File: src/rtl/core/ibp_pkg.sv
package ibp_pkg;

   localparam int COORD_W   = 10;
   localparam int CHAN_W    = 2;
   localparam int PIXEL_W   = 8;
   localparam int SIZE_W    = 9;
   localparam int COUNT_W   = 3;
   localparam int PAD_W     = 8;
   localparam int CSR_IDX_W = 3;
   localparam int CSR_DATA_W = 9;

   // Padded sizes reach 511 + 2 * 255 and are held with one bit more than a coordinate.
   localparam int SUM_W  = COORD_W + 1;
   // Signed axis arithmetic: offsets from -255 up to 1023, and twice the largest size.
   localparam int AXIS_W = 12;

   localparam logic signed [AXIS_W-1:0] AXIS_ONE = AXIS_W'(1);
   localparam logic signed [AXIS_W-1:0] AXIS_TWO = AXIS_W'(2);

   localparam logic [CSR_IDX_W-1:0] CSR_IMAGE_WIDTH   = 3'd0;
   localparam logic [CSR_IDX_W-1:0] CSR_IMAGE_HEIGHT  = 3'd1;
   localparam logic [CSR_IDX_W-1:0] CSR_CHANNEL_COUNT = 3'd2;
   localparam logic [CSR_IDX_W-1:0] CSR_PAD_X         = 3'd3;
   localparam logic [CSR_IDX_W-1:0] CSR_PAD_Y         = 3'd4;
   localparam logic [CSR_IDX_W-1:0] CSR_PAD_MODE      = 3'd5;

   localparam logic KIND_WRITE = 1'b0;
   localparam logic KIND_READ  = 1'b1;

   typedef enum logic [1:0] {
      PAD_NONE      = 2'd0,
      PAD_ZERO      = 2'd1,
      PAD_REPLICATE = 2'd2,
      PAD_MIRROR    = 2'd3
   } pad_mode_type;

   typedef struct packed {
      logic              in_range;
      logic              ok;
      logic [AXIS_W-1:0] pos;
   } axis_map_type;

endpackage

File: src/rtl/core/ibp_axis_map.sv
module ibp_axis_map (
   input  logic [ibp_pkg::COORD_W-1:0] coord,
   input  logic [ibp_pkg::PAD_W-1:0]   pad,
   input  logic [ibp_pkg::SIZE_W-1:0]  size,
   input  ibp_pkg::pad_mode_type       mode,
   output ibp_pkg::axis_map_type       result
);
   import ibp_pkg::*;

   logic [SUM_W-1:0]         padded_size;
   logic signed [AXIS_W-1:0] offset;
   logic signed [AXIS_W-1:0] size_s;
   logic signed [AXIS_W-1:0] pos;

   assign padded_size = SUM_W'(size) + SUM_W'({pad, 1'b0});
   assign offset      = signed'(AXIS_W'(coord)) - signed'(AXIS_W'(pad));
   assign size_s      = signed'(AXIS_W'(size));

   always_comb begin
      pos = offset;
      case (mode)
         PAD_REPLICATE: begin
            if (offset[AXIS_W-1]) begin
               pos = '0;
            end else if (offset > size_s - AXIS_ONE) begin
               pos = size_s - AXIS_ONE;
            end
         end
         PAD_MIRROR: begin
            if (offset[AXIS_W-1]) begin
               pos = -offset;
            end else if (offset >= size_s) begin
               pos = (size_s <<< 1) - offset - AXIS_TWO;
            end
         end
         default: begin
            pos = offset;
         end
      endcase
   end

   assign result.in_range = SUM_W'(coord) < padded_size;
   assign result.ok       = !pos[AXIS_W-1] && (pos < size_s);
   assign result.pos      = unsigned'(pos);

endmodule

File: config.mk
export PLATFORM = sky130hd
export DESIGN_NAME = ibp_axis_map
export DESIGN_NICKNAME = d
export VERILOG_FILES = /design/src/rtl/core/ibp_pkg.sv /design/src/rtl/core/ibp_axis_map.sv
export SDC_FILE = /design/constraint.sdc
export NUM_CORES = 1
export LEC_CHECK = 0
export BUFFER_PORTS_ARGS = -buffer_cell sky130_fd_sc_hd__buf_2
export CAP_MARGIN = 20
export CORE_MARGIN = 2
export CORE_UTILIZATION = 40
export DETAILED_ROUTE_END_ITERATION = 8
export MAX_ROUTING_LAYER = met4
export PLACE_DENSITY_LB_ADDON = 0.2
export SYNTH_ARGS = -nofsm -noshare
export SYNTH_HDL_FRONTEND = slang
export SYNTH_SLANG_ARGS = --single-unit
File: constraint.sdc
create_clock -name vclk -period 8.5
set_input_delay 1.7 -clock vclk [all_inputs]
set_output_delay 1.7 -clock vclk [all_outputs]
set_load 0.02 [all_outputs]
==> impl_metrics.env, run 1 <==
export IMPL_ys_types=70
export IMPL_dp_hpwl_um=7350
export IMPL_yosys_top_cells_area="ha_1, inv_1, xnor2_1"
export IMPL_vias=3323
export IMPL_place_ws_ns=0.0126
export IMPL_fillers=769
export IMPL_swShare_pct=54.6
export IMPL_portBuffers=43
export IMPL_first_global_vias=3036
export IMPL_grt_overflow=0
export IMPL_drc=0
export IMPL_pwr_share_comb_pct=100.0
export IMPL_grt_pass1_wl_um=14600
export IMPL_ant_nets=0
export IMPL_max_freq_mhz=120
export IMPL_yosys_warnings=0
export IMPL_setup_viol=0
export IMPL_hold_class="input pin to primary output"
export IMPL_worstPathMaxFanout=5
export IMPL_ff_latch_area_um2=0
export IMPL_layout_setup_ws_ns=0.143
export IMPL_drive_gt1_share_pct=26.6
export IMPL_nets=586
export IMPL_yosysMostFrequentCell="ha_1"
export IMPL_core_um2=7290
export IMPL_cp_end_kind="primary output"
export IMPL_grt_usage_pct=21.4
export IMPL_p_seq_share_pct=0
export IMPL_syn_to_final_growth_pct=24.6
export IMPL_ios=43
export IMPL_die_w_um=91.2
export IMPL_wl_um=9190
export IMPL_arrival_ns=6.66
export IMPL_worstPathRequired_ns=6.80
export IMPL_synthesis_instances=412
export IMPL_p_int_w=0.000248
export IMPL_fin_crit_sh_pct=98.3
export IMPL_die_h_um=91.2
export IMPL_synth_top_area_share_pct=28.8
export IMPL_drt_vias_per_instance=5.72
export IMPL_cp_start_kind="input pin"
export IMPL_wire_per_inst_um=15.8
export IMPL_grt_max_degree=23
export IMPL_antenna_cells=0
export IMPL_slew_violations=0
export IMPL_synth_top_cell_by_area="ha_1"
export IMPL_period_needed_ns=8.36
export IMPL_p_per_area_nw_per_um2=144
export IMPL_critPathKind="input pin to primary output"
export IMPL_outcome="completed"
export IMPL_tightestPinTransition_ns=0.538
export IMPL_hold_viol=0
export IMPL_synth_area_per_cell_um2=7.37
export IMPL_drv_cap=0
export IMPL_ys_seq_area_share_pct=0
export IMPL_syn_nets=514
export IMPL_design_seq_count=0
export IMPL_drt_iter0_drc=204
export IMPL_multi_input_area_um2=2950
export IMPL_dieArea_um2=8310
export IMPL_start_util_pct=41.7
export IMPL_drt_pass1_iterations=5
export IMPL_antenna_found_initial=0
export IMPL_switching_power_w=0.000298
export IMPL_clkPwrFrac_pct=0
export IMPL_syn_area_um2=3040
export IMPL_irDropWorstVdd_uv=80.3
export IMPL_rows=31
export IMPL_p_leak_nw=1.85
export IMPL_n_clock_buffer=0
export IMPL_utilization_pct=51.9
export IMPL_fin_hold_ws_ns=3.87
export IMPL_synthTopCellsByCount="ha_1, inv_1, a21oi_1"
export IMPL_relSlewSlack_pct=63.7
export IMPL_routabilityCongestion=0.974
==> power groups by stage <==
stage | Clock [W] | Sequential (W) | Combinational (W)
2_1_floorplan | 0 | 0 | 0.000345
3_3_place_gp | 0 | 0 | 0.000457
3_5_place_dp | 0 | 0 | 0.000463
4_1_cts | 0 | 0 | 0.000468
5_1_grt | 0 | 0 | 0.000602
6_report | 0 | 0 | 0.000545
==> layout make-up <==
type,instances,area share (%)
multi-input combinational,348,77.8
timing repair buffer,80,13.5
inverter,54,5.35
tap,99,3.27
==> cell usage in the layout (no fill, tap or decap), types with 3 or more instances in the layout <==
| master | netlist | final |
|---|---|---|
| inv_1 | 53 | 52 |
| xnor2_1 | 20 | 19 |
| nor2b_1 | 6 | 6 |
| ha_1 | 70 | 66 |
| xor2_1 | 9 | 9 |
| a211oi_2 | 3 | 4 |
| nand3_1 | 6 | 6 |
| nand2b_1 | 8 | 8 |
| o21ai_1 | 4 | 10 |
| o21ai_0 | 24 | 15 |
| nor4_2 | 2 | 4 |
| o21ai_2 | 0 | 3 |
| nand2_1 | 24 | 23 |
| buf_2 | 2 | 43 |
| a211o_1 | 3 | 3 |
| buf_4 | 0 | 34 |
| o21bai_1 | 5 | 5 |
| or3_1 | 3 | 3 |
| mux2i_1 | 5 | 5 |
| a21oi_2 | 0 | 4 |
| nor3_1 | 12 | 12 |
| or4_1 | 3 | 3 |
| o21a_1 | 4 | 4 |
| a21o_1 | 11 | 11 |
| nand4_1 | 4 | 4 |
| nor2_1 | 29 | 28 |
| a21oi_1 | 31 | 26 |
==> cell families after synthesis <==
| logic type | after synthesis | synth area share, % |
|---|---|---|
| multiplexers | 5 | 1.65 |
| buffers and inverters | 64 | 8.24 |
| XOR/XNOR | 31 | 9.76 |
| adder cells (fa/ha/maj) | 73 | 30.8 |
| AND/OR/NAND/NOR | 111 | 18.7 |
| AO/OA/AOI/OAI | 128 | 30.8 |
==> critical path, cell delays in order <==
cell,delay [ns]
buf_2,0.10
inv_1,0.08
ha_4,0.14
inv_2,0.04
fa_2,0.43
xnor2_2,0.23
inv_1,0.15
ha_1,0.33
o21ai_0,0.15
a21oi_4,0.21
o211ai_1,0.10
a41o_1,0.24
o41ai_4,0.43
a21boi_4,0.14
buf_6,0.15
a21bo_4,0.23
a221o_1,0.38
ha_1,0.31
nor4_2,0.30
a211oi_2,0.09
o21ai_1,0.19
a31oi_2,0.07
nor4_2,0.23
buf_2,0.20
==> through the flow <==
step                instance area (um2)  power, W  TNS, ns  std cells
floorplan                          3040  0.000345        0        412
global placement                   3440  0.000457        0        558
detailed placement                 3440  0.000463        0        558
CTS                                3450  0.000468        0        559
global route                       3790  0.000602  -0.0460        581
finish                             3790  0.000545        0        581
==> worst paths after layout <==
kind	from	slack, ns	to	cells after the start
worst max-delay path	coord[0]	0.14	result[12]	24
worst min-delay path	size[0]	3.87	result[0]	3
==> layer usage <==
metal / GRT usage (%) / vias up / share of wire, %
met5: - / - / 0
met4: 1.89 / 0 / 1.4
met3: 0.332 / 12 / 4.9
met2: 35.8 / 117 / 46
met1: 30.2 / 1554 / 47
li1: - / 1640 / -
==> repair_timing <==
item / 4_1_cts / 5_1_grt
gates resized for setup: 2 / 41
pin swaps: 1 / 37
setup endpoints to repair: 1 / 1
hold buffers: 0 / 0
buffers inserted: 1 / 22
cloned: 0 / 0
Note: power is estimated with default switching activity, not from simulation.
==> inputs of run 2 (changes only) <==
- CORE_UTILIZATION: 40 -> 47
==> impl_metrics.env, run 2 (synthesis gave the netlist of run 1 again) <==
export IMPL_die_h_um=84.4
export IMPL_drv_cap=0
export IMPL_first_global_vias=2946
export IMPL_rows=29
export IMPL_ant_nets=0
export IMPL_utilization_pct=59.0
export IMPL_p_leak_nw=1.79
export IMPL_dp_hpwl_um=7010
export IMPL_multi_input_area_um2=3010
export IMPL_setup_viol=0
export IMPL_portBuffers=43
export IMPL_vias=3222
export IMPL_cp_common_cell="buf_6"
export IMPL_n_clock_buffer=0
export IMPL_cp_start_kind="input pin"
export IMPL_core_um2=6310
export IMPL_design_seq_count=0
export IMPL_nets=573
export IMPL_routabilityCongestion=0.975
export IMPL_min_to="result[0]"
export IMPL_cp_top_family="compound AO/OA/AOI/OAI gates"
export IMPL_tightestPinTransition_ns=0.554
export IMPL_syn_to_final_growth_pct=22.6
export IMPL_grt_pass1_wl_um=14200
export IMPL_grt_overflow=0
export IMPL_antenna_cells=0
export IMPL_start_util_pct=48.1
export IMPL_hp_start="size[0]"
export IMPL_cp_end_kind="primary output"
export IMPL_fin_crit_sh_pct=98.8
export IMPL_grt_usage_pct=24.2
export IMPL_critPathKind="input pin to primary output"
export IMPL_max_freq_mhz=119
export IMPL_outcome="completed"
export IMPL_arrival_ns=6.70
export IMPL_ios=43
export IMPL_layout_setup_ws_ns=0.0985
export IMPL_cp_num_buf_inv=6
export IMPL_worstPathRequired_ns=6.80
export IMPL_total_power_w=0.000527
export IMPL_drt_iter0_drc=196
export IMPL_hold_viol=0
export IMPL_drt_pass1_iterations=5
export IMPL_slowest_stage="o41ai_4"
export IMPL_wl_um=8790
export IMPL_hold_depth=3
export IMPL_hold_class="input pin to primary output"
export IMPL_cp_slowest_stage_delay_ns=0.50
export IMPL_fillers=615
export IMPL_die_w_um=84.4
export IMPL_worstPathMaxFanout=4
export IMPL_final_cell_mix="ha_1, inv_1, buf_2, a21oi_1, nor2_1"
export IMPL_layout_commonest_cell="ha_1"
export IMPL_p_per_area_nw_per_um2=142
export IMPL_drive_gt1_share_pct=26.7
export IMPL_drt_vias_per_instance=5.90
export IMPL_period_needed_ns=8.40
export IMPL_place_ws_ns=0.143
export IMPL_cts_hold_buf=0
export IMPL_slew_violations=0
export IMPL_irDropWorstVdd_uv=107
export IMPL_ff_latch_area_um2=0
export IMPL_antenna_found_initial=0
export IMPL_drc=0
export IMPL_grt_max_degree=23
export IMPL_relSlewSlack_pct=62.6
export IMPL_wire_per_inst_um=16.1
export IMPL_path_depth=28
export IMPL_dieArea_um2=7120
## run 2: worst max path at each step
stage,startpoint,to,slack [ns]
floorplan,coord[0],result[12],0.01
global placement,coord[0],result[12],0.19
detailed placement,coord[0],result[12],0.14
CTS,coord[0],result[12],0.12
global route,pad[1],result[12],-0.1
finish,coord[0],result[12],0.1
## run 2: per-layer routing
layer | track usage [%] | vias to the layer above | part of all wire (%)
met4 | 3.03 | 0 | 1.2
met2 | 39.8 | 104 | 46
li1 | - | 1622 | -
met3 | 1.08 | 10 | 5.0
met5 | - | - | 0
met1 | 34.1 | 1486 | 48
## run 2: layout make-up
class,instances,area share (%)
well taps,77,2.59
repair buffers,67,11.3
inverters,54,5.44
multi-input cells,348,80.7
## run 2: repair_timing
item                                    in CTS  in global routing
buffers inserted                             0                  9
resized for setup                            0                 56
endpoints found under the setup margin       0                  1
## run 2: power breakdown
group	leakage (nW)	total (W)	switching (W)	internal (W)
logic	1.79	0.000527	0.000289	0.000238
registers	0	0	0	0
clock network	0	0	0	0
total	1.79	0.000527	0.000289	0.000238
## run 2: through the flow
stage	hold slack (ns)	cells	setup TNS (ns)	instance area, um2
final	3.87	546	0	3720
after global routing	3.87	546	-0.0969	3720
after CTS	3.84	537	0	3420
after detailed placement	3.84	537	0	3420
after global placement	3.82	537	0	3420
after floorplan	3.55	412	0	3040
## run 2: tightest hold or removal path: stages
cell     delay, ns
buf_2         0.18
o31ai_1       0.12
buf_2         0.16
==> inputs of run 3 (changes only) <==
==> constraint.sdc (replaced) <==
create_clock -name vclk -period 8.5
set_input_delay 0.85 -clock vclk [all_inputs]
set_output_delay 0.85 -clock vclk [all_outputs]
set_load 0.02 [all_outputs]
==> impl_metrics.env, run 3 (synthesis gave the netlist of run 1 again) <==
export IMPL_cp_start_kind="input pin"
export IMPL_routabilityCongestion=0.948
export IMPL_clkPwrFrac_pct=0
export IMPL_irDropWorstVdd_uv=81.7
export IMPL_layout_commonest_cell="ha_1"
export IMPL_drt_pass1_iterations=5
export IMPL_drc=0
export IMPL_relSlewSlack_pct=51.6
export IMPL_rsz0062_at_grt="false"
export IMPL_hold_depth=3
export IMPL_worstPathMaxFanout=23
export IMPL_min_to="result[0]"
export IMPL_total_power_w=0.000449
export IMPL_nets=550
export IMPL_swShare_pct=58.4
export IMPL_drt_iter0_drc=167
export IMPL_period_needed_ns=7.73
export IMPL_n_clock_buffer=0
export IMPL_p_per_area_nw_per_um2=136
export IMPL_switching_power_w=0.000262
export IMPL_ff_latch_area_um2=0
export IMPL_fin_crit_sh_pct=90.9
export IMPL_outcome="completed"
export IMPL_cts_setup_buffers=0
export IMPL_first_global_vias=2992
export IMPL_setup_viol=0
export IMPL_drt_vias_per_instance=5.95
export IMPL_max_freq_mhz=129
export IMPL_ios=43
export IMPL_start_util_pct=48.1
export IMPL_die_w_um=84.4
export IMPL_wire_per_inst_um=15.5
export IMPL_antenna_found_initial=0
export IMPL_portBuffers=43
export IMPL_vias=3113
export IMPL_grt_pass1_wl_um=14000
export IMPL_antenna_cells=0
export IMPL_hp_start="size[0]"
export IMPL_fin_hold_ws_ns=2.19
export IMPL_design_seq_count=0
export IMPL_cp_end_kind="primary output"
export IMPL_ant_nets=0
export IMPL_p_seq_share_pct=0
export IMPL_grt_overflow=0
export IMPL_worstPathRequired_ns=7.65
export IMPL_arrival_ns=6.88
export IMPL_hold_class="input pin to primary output"
export IMPL_slew_violations=0
export IMPL_pwr_share_comb_pct=100.0
export IMPL_p_leak_nw=1.64
export IMPL_cts_hold_buf=0
export IMPL_grt_usage_pct=23.9
export IMPL_final_cell_mix="ha_1, inv_1, buf_2, a21oi_1, nor2_1"
export IMPL_drv_cap=0
export IMPL_rows=29
export IMPL_fin_setup_tns_ns=0
export IMPL_dp_hpwl_um=6810
export IMPL_syn_to_final_growth_pct=8.94
export IMPL_hold_viol=0
export IMPL_grt_max_degree=24
export IMPL_drive_gt1_share_pct=14.6
export IMPL_critPathKind="input pin to primary output"
export IMPL_utilization_pct=52.4
export IMPL_core_um2=6310
export IMPL_tightestPinTransition_ns=0.724
export IMPL_dieArea_um2=7120
export IMPL_wl_um=8110
export IMPL_p_int_w=0.000187
export IMPL_cts_resized=0
export IMPL_die_h_um=84.4
## run 3: changes by cell type in the layout (fill, tap and decap cells not counted), sizes merged
| cell | before | now |
|---|---|---|
| buf | 67 | 44 |
## run 3: power groups by stage
stage	registers (W)	clock network, W	logic [W]
5_1_grt	0	0	0.000507
4_1_cts	0	0	0.000447
2_1_floorplan	0	0	0.000344
3_3_place_gp	0	0	0.000438
3_5_place_dp	0	0	0.000443
6_report	0	0	0.000449
## run 3: final cells by class
type	instances	area [um2]
Fill cell	645	3000
Multi-Input combinational cell	348	2790
Timing Repair Buffer	44	223
Inverter	54	203
Tap cell	77	96.3
## run 3: worst max-delay path by stage
stage | startpoint | endpoint | cells after the start
after global placement | coord[0] | result[12] | 27
after detailed placement | coord[0] | result[12] | 27
after floorplan | coord[0] | result[12] | 27
after global routing | coord[0] | result[12] | 27
after CTS | coord[0] | result[12] | 27
final | coord[0] | result[12] | 27
## run 3: metal layers
metal,part of all wire [%],vias to the layer above,GRT usage (%)
met5,0,-,-
met4,1.4,0,2.60
met3,4.3,12,0.787
met2,45,95,39.6
met1,49,1433,33.5
li1,-,1573,-
## run 3: critical path: stages
cell and delay [ns]:
buf_2 0.10, inv_1 0.05, ha_1 0.15, inv_1 0.06
fa_1 0.42, a211oi_2 0.35, o21ai_1 0.19, a31o_2 0.43
inv_1 0.46, ha_1 0.37, nand2_1 0.17, nor3_1 0.09
o2111a_1 0.14, a211oi_2 0.26, o41ai_4 0.15, a21boi_2 0.57
mux2i_1 0.19, a211oi_1 0.32, ha_1 0.30, a21oi_1 0.15
nor2b_1 0.06, o21ai_0 0.14, nand2b_1 0.10, nor4_1 0.29
a31oi_1 0.18, nor4_2 0.14, buf_2 0.20
## run 3: stage by stage
stage / area (um2) / instances / worst slack [ns]
floorplan: 3040 / 412 / 1.47
global placement: 3310 / 523 / 1.23
detailed placement: 3310 / 523 / 0.936
CTS: 3310 / 523 / 0.906
global route: 3310 / 523 / 0.263
finish: 3310 / 523 / 0.771
